[src/rtl/bpa_pkg.sv]
// Shared types, constants and commands for the bitmap page allocator.
package bpa_pkg;

   // Byte address width and page geometry
   localparam int ADDR_W         = 22;
   localparam int PAGE_BYTES     = 4096;
   localparam int PAGE_SHIFT     = $clog2(PAGE_BYTES);
   localparam int PAGE_W         = ADDR_W - PAGE_SHIFT;

   // Stream payload widths, padded to whole bytes
   localparam int REQ_DATA_W     = ((ADDR_W + 7) / 8) * 8;
   localparam int RSP_DATA_W     = ((ADDR_W + 7) / 8) * 8;
   localparam int REQ_USER_W     = 2;

   // Default bitmap geometry
   localparam int WORD_BITS_DEF  = 32;
   localparam int NUM_WORDS_DEF  = 32;

   // Request codes; the fourth code is unused, changes nothing and still gets a response
   typedef enum logic [REQ_USER_W-1:0] {
      REQ_ALLOC = 2'd0,
      REQ_MARK  = 2'd1,
      REQ_FREE  = 2'd2
   } req_kind_type;

   typedef enum logic [2:0] {
      ST_CLEAR,
      ST_IDLE,
      ST_DIV,
      ST_REM,
      ST_UPD,
      ST_SCAN,
      ST_AWR,
      ST_DONE
   } ctl_state_type;

   // Controller to datapath
   typedef struct packed {
      logic clr_step;     // write zero to the next bitmap word
      logic accept;       // latch request, clear result
      logic scan_step;    // issue next bitmap read of the scan
      logic div_step;     // word index from page number
      logic rem_step;     // bit index, read target word
      logic upd_write;    // write back marked or freed word
      logic alloc_write;  // write back word with new used bit
      logic set_nf;       // flag allocate failure
      logic rsp_load;     // move result into output register
   } dp_cmd_type;

   // Datapath to controller
   typedef struct packed {
      logic clr_last;     // clearing pass is at its last word
      logic found;        // scanned word holds a free page
      logic scan_last;    // last bitmap word checked
      logic rsp_busy;     // output register still full
   } dp_sts_type;

endpackage

[src/rtl/bpa_ram.sv]
// Generic single-write, single-read RAM with registered read data.
module bpa_ram
   import bpa_pkg::*;
#(
   parameter int WIDTH = WORD_BITS_DEF,
   parameter int DEPTH = NUM_WORDS_DEF,
   localparam int AW   = (DEPTH > 1) ? $clog2(DEPTH) : 1
) (
   input  logic             clock,
   input  logic             wr_en,
   input  logic [AW-1:0]    wr_addr,
   input  logic [WIDTH-1:0] wr_data,
   input  logic [AW-1:0]    rd_addr,
   output logic [WIDTH-1:0] rd_data
);

   logic [WIDTH-1:0] mem_ff [DEPTH];

   always_ff @(posedge clock) begin
      if (wr_en) begin
         mem_ff[wr_addr] <= wr_data;
      end
      rd_data <= mem_ff[rd_addr];
   end

endmodule

[src/rtl/bpa_ctl.sv]
// Controller state machine of the bitmap page allocator.
module bpa_ctl
   import bpa_pkg::*;
(
   input  logic                  clock,
   input  logic                  reset,
   input  logic                  req_tvalid,
   output logic                  req_tready,
   input  logic [REQ_USER_W-1:0] req_tuser,
   input  dp_sts_type            sts,
   output dp_cmd_type            cmd,
   output ctl_state_type         state
);

   ctl_state_type state_ff, state_in;

   always_ff @(posedge clock) begin
      if (reset) begin
         state_ff <= ST_CLEAR;
      end else begin
         state_ff <= state_in;
      end
   end

   always_comb begin
      state_in   = state_ff;
      cmd        = '0;
      req_tready = 1'b0;
      unique case (state_ff)
         ST_CLEAR: begin
            cmd.clr_step = 1'b1;
            if (sts.clr_last) begin
               state_in = ST_IDLE;
            end
         end
         ST_IDLE: begin
            req_tready = 1'b1;
            if (req_tvalid) begin
               cmd.accept = 1'b1;
               unique case (req_tuser) inside
                  REQ_ALLOC:          state_in = ST_SCAN;
                  REQ_MARK, REQ_FREE: state_in = ST_DIV;
                  default:            state_in = ST_DONE;
               endcase
            end
         end
         ST_DIV: begin
            cmd.div_step = 1'b1;
            state_in     = ST_REM;
         end
         ST_REM: begin
            cmd.rem_step = 1'b1;
            state_in     = ST_UPD;
         end
         ST_UPD: begin
            cmd.upd_write = 1'b1;
            state_in      = ST_DONE;
         end
         ST_SCAN: begin
            // stop stepping as soon as a free page shows up
            if (sts.found) begin
               state_in = ST_AWR;
            end else if (sts.scan_last) begin
               cmd.set_nf = 1'b1;
               state_in   = ST_DONE;
            end else begin
               cmd.scan_step = 1'b1;
            end
         end
         ST_AWR: begin
            cmd.alloc_write = 1'b1;
            state_in        = ST_DONE;
         end
         ST_DONE: begin
            if (!sts.rsp_busy) begin
               cmd.rsp_load = 1'b1;
               state_in     = ST_IDLE;
            end
         end
         default: begin
            state_in = ST_CLEAR;
         end
      endcase
   end

   assign state = state_ff;

endmodule

[src/rtl/bpa_dp.sv]
// Datapath of the bitmap page allocator: bitmap RAM, scan, index math, result.
module bpa_dp
   import bpa_pkg::*;
#(
   parameter int WORD_BITS = WORD_BITS_DEF,
   parameter int NUM_WORDS = NUM_WORDS_DEF
) (
   input  logic                  clock,
   input  logic                  reset,
   input  logic [REQ_DATA_W-1:0] req_tdata,
   input  logic [REQ_USER_W-1:0] req_tuser,
   input  dp_cmd_type            cmd,
   output dp_sts_type            sts,
   output logic                  rsp_tvalid,
   input  logic                  rsp_tready,
   output logic [RSP_DATA_W-1:0] rsp_tdata,
   output logic                  rsp_tuser
);

   localparam int IW         = (NUM_WORDS > 1) ? $clog2(NUM_WORDS) : 1;
   localparam int PTW        = $clog2(NUM_WORDS + 1);
   localparam int BW         = $clog2(WORD_BITS);
   localparam int TOTAL      = NUM_WORDS * WORD_BITS;
   localparam int ADDR_PAGES = 1 << PAGE_W;
   localparam int PAGE_LIMIT = (TOTAL < ADDR_PAGES) ? TOTAL : ADDR_PAGES;
   localparam int PGW        = $clog2(TOTAL + 1);
   // page / WORD_BITS as multiply by rounded-up reciprocal, exact for PAGE_W bits
   localparam int SH         = PAGE_W + BW;
   localparam longint RECIP  = ((longint'(1) << SH) + WORD_BITS - 1) / WORD_BITS;
   localparam int RW         = PAGE_W + 2;
   localparam int PRW        = PAGE_W + RW;

   // bitmap RAM ports
   logic                 ram_we;
   logic [IW-1:0]        ram_waddr;
   logic [WORD_BITS-1:0] ram_wdata;
   logic [IW-1:0]        ram_raddr;
   logic [WORD_BITS-1:0] ram_rdata;

   // clearing pass
   logic [IW-1:0]        clr_ptr_ff;

   // request
   logic [PAGE_W-1:0]    page_ff;
   logic                 set_ff;
   logic                 range_ff;
   logic [PAGE_W-1:0]    q_ff;
   logic [BW-1:0]        bit_ff;
   logic [PRW-1:0]       prod;
   logic [PAGE_W-1:0]    qmul;

   // scan
   logic [PTW-1:0]       ptr_ff;
   logic [PGW-1:0]       ptr_base_ff;
   logic                 chk_vld_ff;
   logic [IW-1:0]        chk_idx_ff;
   logic [PGW-1:0]       chk_base_ff;
   logic [WORD_BITS-1:0] free_bits;
   logic [BW-1:0]        enc;
   logic [PGW-1:0]       page_hit;
   logic [PGW+PAGE_SHIFT-1:0] addr_hit;

   // found word and result
   logic [WORD_BITS-1:0] wr_word_ff;
   logic [IW-1:0]        wr_idx_ff;
   logic [ADDR_W-1:0]    res_addr_ff;
   logic                 res_nf_ff;
   logic                 rsp_valid_ff;
   logic [ADDR_W-1:0]    rsp_addr_ff;
   logic                 rsp_nf_ff;

   bpa_ram #(
      .WIDTH (WORD_BITS),
      .DEPTH (NUM_WORDS)
   ) u_ram (
      .clock   (clock),
      .wr_en   (ram_we),
      .wr_addr (ram_waddr),
      .wr_data (ram_wdata),
      .rd_addr (ram_raddr),
      .rd_data (ram_rdata)
   );

   // lowest free, addressable page of the word just read
   always_comb begin
      for (int b = 0; b < WORD_BITS; b++) begin
         free_bits[b] = !ram_rdata[b] &&
                        ((32'(chk_base_ff) + 32'(b)) < 32'(PAGE_LIMIT));
      end
      enc = '0;
      for (int b = WORD_BITS - 1; b >= 0; b--) begin
         if (free_bits[b]) begin
            enc = BW'(b);
         end
      end
      page_hit = chk_base_ff + PGW'(enc);
      addr_hit = {page_hit, {PAGE_SHIFT{1'b0}}};
   end

   assign prod = PRW'(page_ff) * PRW'(RECIP);
   assign qmul = q_ff * PAGE_W'(WORD_BITS);

   // RAM access steering
   always_comb begin
      ram_we    = 1'b0;
      ram_waddr = clr_ptr_ff;
      ram_wdata = '0;
      if (cmd.clr_step) begin
         ram_we = 1'b1;
      end else if (cmd.upd_write) begin
         ram_we    = range_ff;
         ram_waddr = IW'(q_ff);
         ram_wdata = ram_rdata;
         ram_wdata[bit_ff] = set_ff;
      end else if (cmd.alloc_write) begin
         ram_we    = 1'b1;
         ram_waddr = wr_idx_ff;
         ram_wdata = wr_word_ff;
      end
      ram_raddr = cmd.rem_step ? IW'(q_ff) : ptr_ff[IW-1:0];
   end

   // control registers
   always_ff @(posedge clock) begin
      if (reset) begin
         clr_ptr_ff   <= '0;
         chk_vld_ff   <= 1'b0;
         rsp_valid_ff <= 1'b0;
      end else begin
         if (cmd.clr_step) begin
            clr_ptr_ff <= clr_ptr_ff + 1'b1;
         end
         // read data is checked only in the cycle right after its scan step
         chk_vld_ff <= cmd.scan_step && (ptr_ff < PTW'(NUM_WORDS));
         if (cmd.rsp_load) begin
            rsp_valid_ff <= 1'b1;
         end else if (rsp_tready) begin
            rsp_valid_ff <= 1'b0;
         end
      end
   end

   // payload registers
   always_ff @(posedge clock) begin
      if (cmd.accept) begin
         page_ff     <= req_tdata[ADDR_W-1:PAGE_SHIFT];
         set_ff      <= (req_tuser == REQ_MARK);
         ptr_ff      <= '0;
         ptr_base_ff <= '0;
         res_addr_ff <= '0;
         res_nf_ff   <= 1'b0;
      end
      if (cmd.scan_step) begin
         ptr_ff      <= ptr_ff + 1'b1;
         ptr_base_ff <= ptr_base_ff + PGW'(WORD_BITS);
         chk_idx_ff  <= ptr_ff[IW-1:0];
         chk_base_ff <= ptr_base_ff;
      end
      if (cmd.div_step) begin
         q_ff     <= PAGE_W'(prod >> SH);
         range_ff <= (32'(page_ff) < 32'(TOTAL));
      end
      if (cmd.rem_step) begin
         bit_ff <= BW'(page_ff - qmul);
      end
      if (sts.found) begin
         wr_word_ff  <= ram_rdata | (WORD_BITS'(1) << enc);
         wr_idx_ff   <= chk_idx_ff;
         res_addr_ff <= ADDR_W'(addr_hit);
      end
      if (cmd.set_nf) begin
         res_nf_ff <= 1'b1;
      end
      if (cmd.rsp_load) begin
         rsp_addr_ff <= res_addr_ff;
         rsp_nf_ff   <= res_nf_ff;
      end
   end

   assign sts.clr_last  = (clr_ptr_ff == IW'(NUM_WORDS - 1));
   assign sts.found     = chk_vld_ff && (free_bits != '0);
   assign sts.scan_last = chk_vld_ff && (chk_idx_ff == IW'(NUM_WORDS - 1));
   assign sts.rsp_busy  = rsp_valid_ff && !rsp_tready;

   assign rsp_tvalid = rsp_valid_ff;
   assign rsp_tdata  = RSP_DATA_W'(rsp_addr_ff);
   assign rsp_tuser  = rsp_nf_ff;

endmodule

[src/rtl/bitmap_page_allocator.sv]
// Top level of the bitmap page allocator: controller plus datapath.
// Allocate: bitmap words are read one per cycle from word 0 until a word with
// a free page turns up or the last word is checked, which gives none_free.
// Mark and free: word/bit index math, one read, one write (none for a page
// beyond the bitmap). One request at a time; the next is taken as soon as
// the result is in the output register. Reset is synchronous, active high,
// and starts a clearing pass that zeroes the bitmap while req_tready stays low.
module bitmap_page_allocator
   import bpa_pkg::*;
#(
   parameter int WORD_BITS = WORD_BITS_DEF,
   parameter int NUM_WORDS = NUM_WORDS_DEF
) (
   input  logic                  clock,
   input  logic                  reset,
   // request stream
   input  logic                  req_tvalid,
   output logic                  req_tready,
   input  logic [REQ_DATA_W-1:0] req_tdata,  // [21:0] page_address, rest zero
   input  logic [REQ_USER_W-1:0] req_tuser,  // [1:0] req_type
   // result stream
   output logic                  rsp_tvalid,
   input  logic                  rsp_tready,
   output logic [RSP_DATA_W-1:0] rsp_tdata,  // [21:0] page_address_out, rest zero
   output logic                  rsp_tuser   // [0] none_free
);

   dp_cmd_type    cmd;
   dp_sts_type    sts;
   ctl_state_type state;

   // sequence clearing, scan and read-modify-write of the bitmap
   bpa_ctl u_ctl (
      .clock      (clock),
      .reset      (reset),
      .req_tvalid (req_tvalid),
      .req_tready (req_tready),
      .req_tuser  (req_tuser),
      .sts        (sts),
      .cmd        (cmd),
      .state      (state)
   );

   // hold the bitmap, find the lowest free page, build the result word
   bpa_dp #(
      .WORD_BITS (WORD_BITS),
      .NUM_WORDS (NUM_WORDS)
   ) u_dp (
      .clock      (clock),
      .reset      (reset),
      .req_tdata  (req_tdata),
      .req_tuser  (req_tuser),
      .cmd        (cmd),
      .sts        (sts),
      .rsp_tvalid (rsp_tvalid),
      .rsp_tready (rsp_tready),
      .rsp_tdata  (rsp_tdata),
      .rsp_tuser  (rsp_tuser)
   );

`ifndef SYNTHESIS
   // a failed allocate never carries an address
   a_nf_zero_addr: assert property (@(posedge clock) disable iff (reset)
      rsp_tvalid && rsp_tuser |-> rsp_tdata == '0)
      else $error("none_free result with nonzero address");

   // one request in flight: accept drops ready in the next cycle
   a_one_in_flight: assert property (@(posedge clock) disable iff (reset)
      req_tvalid && req_tready |=> !req_tready)
      else $error("request accepted while another is in work");

   // results are page aligned
   a_page_aligned: assert property (@(posedge clock) disable iff (reset)
      rsp_tvalid |-> rsp_tdata[PAGE_SHIFT-1:0] == '0)
      else $error("result address not page aligned");

   // bitmap update and allocate writes come only from the ST_UPD or ST_AWR state
   a_write_state: assert property (@(posedge clock) disable iff (reset)
      cmd.alloc_write || cmd.upd_write |-> state == ST_AWR || state == ST_UPD)
      else $error("bitmap write from unexpected state");
`endif

endmodule

[config.mk]
export PLATFORM = sky130hd
export DESIGN_NAME = bitmap_page_allocator
export DESIGN_NICKNAME = d
export VERILOG_FILES = /design/src/rtl/bpa_pkg.sv /design/src/rtl/bpa_ram.sv /design/src/rtl/bpa_ctl.sv /design/src/rtl/bpa_dp.sv /design/src/rtl/bitmap_page_allocator.sv
export SDC_FILE = /design/constraint.sdc
export NUM_CORES = 2
export LEC_CHECK = 0
export BUFFER_PORTS_ARGS = -buffer_cell sky130_fd_sc_hd__clkbuf_2
export CAP_MARGIN = 10
export CORE_ASPECT_RATIO = 1.2
export CORE_MARGIN = 10
export CORE_UTILIZATION = 50
export DETAILED_ROUTE_END_ITERATION = 10
export PLACE_DENSITY = 0.76
export SLEW_MARGIN = 20
export SYNTH_ARGS = -nofsm -noshare
export SYNTH_HDL_FRONTEND = slang
export SYNTH_SLANG_ARGS = --single-unit
[constraint.sdc]
create_clock -name clock -period 3 [get_ports clock]
set_input_delay 0.15 -clock clock [delete_from_list [all_inputs] [get_ports clock]]
set_output_delay 0.15 -clock clock [all_outputs]
set_load 0.01 [all_outputs]
Word-level counts from Yosys, hierarchy flattened

Memory sizes are Yosys's and may differ from the RTL's. A register that Yosys moved wholly into a read port is not among the register bits.
Index checks and enable logic that the tools add are counted.

Bitwise operators: 1
Shift operators: 1
Add/subtract/negate cells: 36
Reduce and logical (&&, ||, !) cells: 79
Order comparisons: 35
Multiplexer cells: 78
Eq/ne operators: 15

Operators by type and width:

| kind                                                                    | number |
|---|---|
| 32-bit by 11-bit < comparator with 1-bit output (second input constant) | 31 |
| 11-bit by 5-bit adder with 12-bit output (second input constant)        | 16 |
| 5-bit 2-to-1 mux                                                        | 36 |
| 11-bit by 4-bit adder with 12-bit output (second input constant)        | 8 |
| 32-bit 2-to-1 mux                                                       | 3 |
| 11-bit by 3-bit adder with 12-bit output (second input constant)        | 4 |
| 22-bit 2-to-1 mux                                                       | 2 |
| 1-bit logical AND                                                       | 37 |
| 1-bit zero test                                                         | 33 |
| 32-bit bitwise mux                                                      | 1 |
| 32-bit bitwise OR                                                       | 1 |
| 32-bit nonzero test                                                     | 1 |
| 1-bit by 5-bit left shift with 32-bit output (first input constant)     | 1 |
| 11-bit by 2-bit adder with 12-bit output (second input constant)        | 2 |
| 1-bit 2-to-1 mux                                                        | 24 |
| 11-bit 2-to-1 mux                                                       | 2 |
| 3-bit case mux with 7 select lines                                      | 1 |
| 3-bit 2-to-1 mux                                                        | 5 |
| 11-bit by 1-bit adder with 12-bit output (second input constant)        | 1 |
| 3-bit equality test (second input constant)                             | 4 |
| 6-bit 2-to-1 mux                                                        | 2 |
| 11-bit by 6-bit adder with 11-bit output (second input constant)        | 1 |
| 11-bit < comparator (second input constant)                             | 1 |
| 10-bit by 5-bit adder with 10-bit output                                | 1 |
| other kinds (20)                                                        | 27 |

Output and inout port bits: 27
Memory bits (writable): 1024
Input bits: 30
Memories kept: 1
Register bits after elaboration: 123
Logic and storage cells: 264

Memories:

| memory            | words | width | rd ports | clocked after Yosys merged registers in | write ports | line          | RTL |
|---|---|---|---|---|---|---|---|
| u_dp.u_ram.mem_ff | 32    | 32    | 1        | 1                                       | 1           | bpa_ram.sv:17 | `logic [WIDTH-1:0] mem_ff [DEPTH];` |

Logic depth before layout (Yosys ltp)

Word-level depth: 37
Depth in mapped cells: 10
Depth with buffers taken out: 7

Modules after synthesis

From an unflattened synthesis, not the netlist that was laid out.

Cells, all modules: 2805
Area, all modules: 46641.0 µm²

By module, submodules not included:

| module  | times used | seq. area each (µm²) | cells an instance | area each (µm²) |
|---|---|---|---|---|
| bpa_ram | 1          | 31390.1              | 2260              | 40492.6 |
| bpa_dp  | 1          | 3223.1               | 505               | 5839.4 |
| bpa_ctl | 1          | 60.1                 | 40                | 309.0 |

Worst setup path before layout

OpenSTA, ideal clock, no wires.

Kind: reg-to-reg
Start point: reg u_ctl.state_ff[1], in the netlist u_ctl.state[1]
End point: mem u_dp.u_ram.mem_ff[20][0] in the netlist's numbering, enable pin
Clock period less this slack: 3178 ps
Required time: 2579 ps
Stages on the path, launching flop included: 8
Path buffers: 2
Setup slack: -178 ps
Library setup time: 421 ps
Data arrival time: 2757 ps
Path through: dfxtp_1 > buf_4 > clkbuf_1 > mux2i_1 > o21ai_0 > nor2_1 > nand2_1 > nor2_1

Cells in the longest elaborated chain, start to end: 7
Elaborated cells on any way between the ends: 14
Classes of those cells: eq/ne: 2; mux: 11; reduce/logical: 1

Ends and longest elaborated chain:

| what                                   | line          | RTL |
|---|---|---|
| from (decl)                            | bpa_ctl.sv:15 | `ctl_state_type state_ff, state_in;` |
| from (signal assigned)                 | bpa_ctl.sv:21 | `state_ff <= state_in;` |
| 3-bit equality test                    | bpa_ctl.sv:29 | `unique case (state_ff)` |
| 1-bit 2-to-1 mux                       | bpa_ctl.sv:29 |  |
| 1-bit 2-to-1 mux                       | bpa_dp.sv:115 | `end else if (cmd.alloc_write) begin` |
| 1-bit 2-to-1 mux                       | bpa_dp.sv:110 | `end else if (cmd.upd_write) begin` |
| 1-bit 2-to-1 mux                       | bpa_dp.sv:108 | `if (cmd.clr_step) begin` |
| 1-bit 2-to-1 mux                       | bpa_ram.sv:20 | `if (wr_en) begin` |
| 1-bit 2-to-1 mux (not written as such) | bpa_ram.sv:21 | `mem_ff[wr_addr] <= wr_data;` |
| to (decl)                              | bpa_ram.sv:17 |  |

Parallel ways exist; a longest one is shown, timed or not.

Worst setup path in the final report

Start point: reg u_ctl.state_ff[0], in the netlist u_ctl.state[0]
End point: reg u_dp.u_ram.rd_data[28] (read register of u_dp.u_ram.mem_ff)

Cells in the longest elaborated chain, start to end: 3

Ends and longest elaborated chain:

| what                                           | line          | RTL |
|---|---|---|
| 3-bit by 2-bit equality test with 1-bit output | bpa_ctl.sv:29 |  |
| 1-bit 2-to-1 mux                               | bpa_ctl.sv:29 |  |
| 5-bit 2-to-1 mux                               | bpa_dp.sv:120 | `ram_raddr = cmd.rem_step ? IW'(q_ff) : ptr_ff[IW-1:0];` |
| to (decl)                                      | bpa_ram.sv:14 | `output logic [WIDTH-1:0] rd_data` |

No other way between the ends.
A chain may end at the register's enable or synchronous reset.

==> results.json <==
{
  "status": "finished clean",
  "met2_usage_pct": 36.0,
  "p_sw_mw": 5.95,
  "min_period_over_period_pct": 97.1,
  "crit_type": "reg2reg",
  "drv_cap": 0,
  "power_frac_seq_pct": 56.9,
  "synth_enable_flop_cells": 1126,
  "power_mw": 31.4,
  "boundaryPins": 57,
  "synth_compound_area_share_pct": 5.33,
  "yosys_warnings": 0,
  "cp-end-kind": "flip-flop",
  "ir_drop_mv": 0.384,
  "synthTopCellsByArea": "edfxtp_1, mux2i_1, o22ai_1, dfxtp_1, nand2_1",
  "drtAntennaViolNets": 0,
  "synth_xor_xnor_area_share_pct": 0.211,
  "worstPathCellList": "nand3b_4 -> mux2_8 -> buf_12 -> buf_4 -> mux2i_1 -> o22ai_1 -> nor4_1 -> nand2_1",
  "synth_simple_gate_area_share_pct": 4.10,
  "worst_slew_pin_slew_ns": 1.03,
  "ff2ff_setup_slack_ns": 0.09,
  "cts_setup_buffers": 0,
  "required_ns": 3.54,
  "synthAdderAreaFrac_pct": 0.165,
  "dp.cells": 3919,
  "via_per_inst": 6.15,
  "syn_inst": 2676,
  "finalHoldViolations": 0,
  "dpl_worst_slack_ns": 0.226,
  "fin_crit_ns": 2.91,
  "drc": 0,
  "cp.arrival_ns": 3.45,
  "cts_made_buffers": 102,
  "p_sw_share_pct": 18.9,
  "power.density_nw_per_um2": 598,
  "firstDrtPassIters": 7,
  "finalWirelength_microns": 109000,
  "crit_slowest_cell": "mux2_8",
  "globalRoute.totalOverflow": 0,
  "clock_sinks": 1169,
  "timing.fmax_mhz": 343,
  "place_congestion": 0.926,
  "worstSetupStartpointType": "flip-flop",
  "grt_antenna_before_repair": 1,
  "setup_viol": 0,
  "report.final.slew_viol_count": 0,
  "nNetsFinal": 2907,
  "die_w_microns": 296,
  "synth_top_cell_by_area": "edfxtp_1",
  "grt_pass1_wl_microns": 161000,
  "ys.flop_type": "edfxtp_1",
  "syn2layout_area_growth_pct": 15.2,
  "finalClockSkew_ns": 0.0257,
  "grtUsageTotal_pct": 20.8,
  "cpPeakStageDelay_ns": 0.52,
  "drt_iter0_drc": 2474,
  "wl_per_cell_microns": 26.5,
  "clk_latency_ns": 0.67,
  "cts_tree": "done",
  "synth_top_family_by_area": "multiplexers",
  "ys_seq_area_share_pct": 76.0,
  "grt_max_degree": 43,
  "final_cell_area_sq_um": 52600,
  "rows": 121,
  "grt-busiest-layer": "met2",
  "hold_slack_ns": 0.114,
  "timing.final.ws_setup_ns": 0.0880,
  "post-dp-hpwl_microns": 63100,
  "avgSynthCellArea_sq_um": 17.0,
  "grt_use_met3_pct": 3.66,
  "start_util_pct": 50.3,
  "hold_path.class": "in2reg",
  "synth_area_sq_um": 45600,
  "synth-seq-cells": 1169,
  "relSlewSlack_pct": 30.5,
  "ys_async_sr_fraction_pct": 0,
  "synth.distinct_cells": 57,
  "core-area_sq_um": 90700,
  "root_buffer": "clkbuf_16",
  "stdcell_count": 4122,
  "yosysTopAreaCellShare_pct": 74.1,
  "grt_pass1_vias": 25911,
  "clk_path_buf_depth": 3,
  "p_leak_nw": 17.5,
  "combPwrFrac_pct": 1.2,
  "path_max_fanout": 29,
  "antenna_cells": 0,
  "vias": 25331,
  "clkPwrFrac_pct": 41.9,
  "clk_pin_slew_worst_paths_ns": 0.06,
  "die_y_microns": 351,
  "rsz0062_at_grt": "no",
  "dieArea_sq_um": 104000,
  "synthMuxAreaShare_pct": 12.3,
  "intPower_mw": 25.5,
  "portBuffers": 28,
  "drive_above_1_share_pct": 15.8,
  "n_fill_cell": 6403,
  "placed_area_sq_um": 48900,
  "ctsHtreeMaxLevel": 3,
  "grtUsageMet1_pct": 25.8
}
[registers in the layout, indices dropped and copies added, names as in the netlist, 10 cells and up]
signal	count
u_dp.u_ram.mem_ff	1024
u_dp.u_ram.rd_data	32
u_dp.wr_word_ff	32
u_dp.page_ff	10
u_dp.res_addr_ff	10
u_dp.rsp_addr_ff	10
[power by group through the flow]
stage	sequential, mW	combinational, mW	clock, mW
6_report	17.9	0.382	13.2
5_1_grt	17.9	0.404	13.9
4_1_cts	17.9	0.378	13.3
3_5_place_dp	18.2	0.356	0
3_3_place_gp	18.2	0.348	0
2_1_floorplan	18.2	0.178	0
[critical path, delay by kind of cell, from the launching register on]
family	cells	cell delay [ns]
compound gates	1	0.12
buf+inv	2	0.61
flops	1	0.42
mux	2	0.80
simple gates	3	0.76
[cell type report]
type | count | area [sq um] | share of cell area [%]
Clock buffer | 138 | 2860 | 5.44
Clock inverter | 49 | 519 | 0.988
Inverter | 17 | 63.8 | 0.121
Multi-Input combinational cell | 1355 | 10600 | 20.2
Sequential cell | 1169 | 34700 | 66.0
Tap cell | 1168 | 1460 | 2.78
Timing Repair Buffer | 226 | 2360 | 4.49
[repair_timing]
action	in CTS	in global routing
hold buffers	16	0
endpoints found under the setup margin	0	1
endpoints found under the hold margin	22	0
resized for setup	0	1
[per-stage QoR]
stage          util (%)  setup TNS (ns)
6_report           58.0               0
5_1_grt            58.0               0
4_1_cts            57.9               0
3_5_place_dp       54.0               0
3_3_place_gp       54.0               0
2_1_floorplan         -         -115.54
[synth_stat cells (all sizes together), types with 3 or more instances]
master and count:
a21o 6, a21oi 9, a31o 28, a31oi 5
a41o 3, and2 7, and4 4, buf 91
clkbuf 57, dfxtp 43, edfxtp 1126, ha 6
inv 17, mux2 5, mux2i 556, nand2 133
nand2b 13, nand3 16, nand3b 9, nand4 8
nor2 93, nor2b 7, nor3 15, nor3b 5
nor4 69, o211ai 3, o21a 6, o21ai 46
o22ai 256, xnor2 5, xor2 6
[metal layers]
metal  vias to the layer above  wire (microns)
met3                       240            9280
met5                         -               0
li1                      11013               -
met2                      1191           55300
met1                     12887           41300
met4                         0            3570
[cells by family after synthesis]
group,count (synthesis)
AND/OR/NAND/NOR,385
adder cells (fa/ha/maj),6
XOR/XNOR,11
other,2
multiplexers,561
AO/OA/AOI/OAI,377
buffers and inverters,165
flip-flops,1169
[worst paths after layout]
| path | start | end | cells past startpoint |
|---|---|---|---|
| hold reg to reg | u_dp.res_addr_ff[13] | u_dp.rsp_addr_ff[13] | 0 |
| hold / removal | req_tuser[1] | u_ctl.state[2] | 6 |
| setup / recovery | u_ctl.state[0] | u_dp.u_ram.rd_data[28] | 8 |
| setup reg to reg | u_ctl.state[0] | u_dp.u_ram.rd_data[28] | 8 |
[layout by cell type, fill, tap and decap left out, drive strengths merged, types with 6 or more instances in the layout]
| cell type | count |
|---|---|
| a21o | 6 |
| a21oi | 9 |
| a31o | 28 |
| and2 | 7 |
| buf | 182 |
| bufinv | 10 |
| clkbuf | 166 |
| clkinv | 35 |
| conb | 15 |
| dfxtp | 43 |
| dlygate4sd3 | 16 |
| edfxtp | 1126 |
| ha | 6 |
| inv | 19 |
| mux2i | 556 |
| nand2 | 133 |
| nand2b | 13 |
| nand3 | 16 |
| nand3b | 9 |
| nand4 | 8 |
| nor2 | 93 |
| nor2b | 7 |
| nor3 | 15 |
| nor4 | 69 |
| o21a | 6 |
| o21ai | 46 |
| o22ai | 256 |
| xor2 | 6 |
Power figures use the tool's default switching activity.
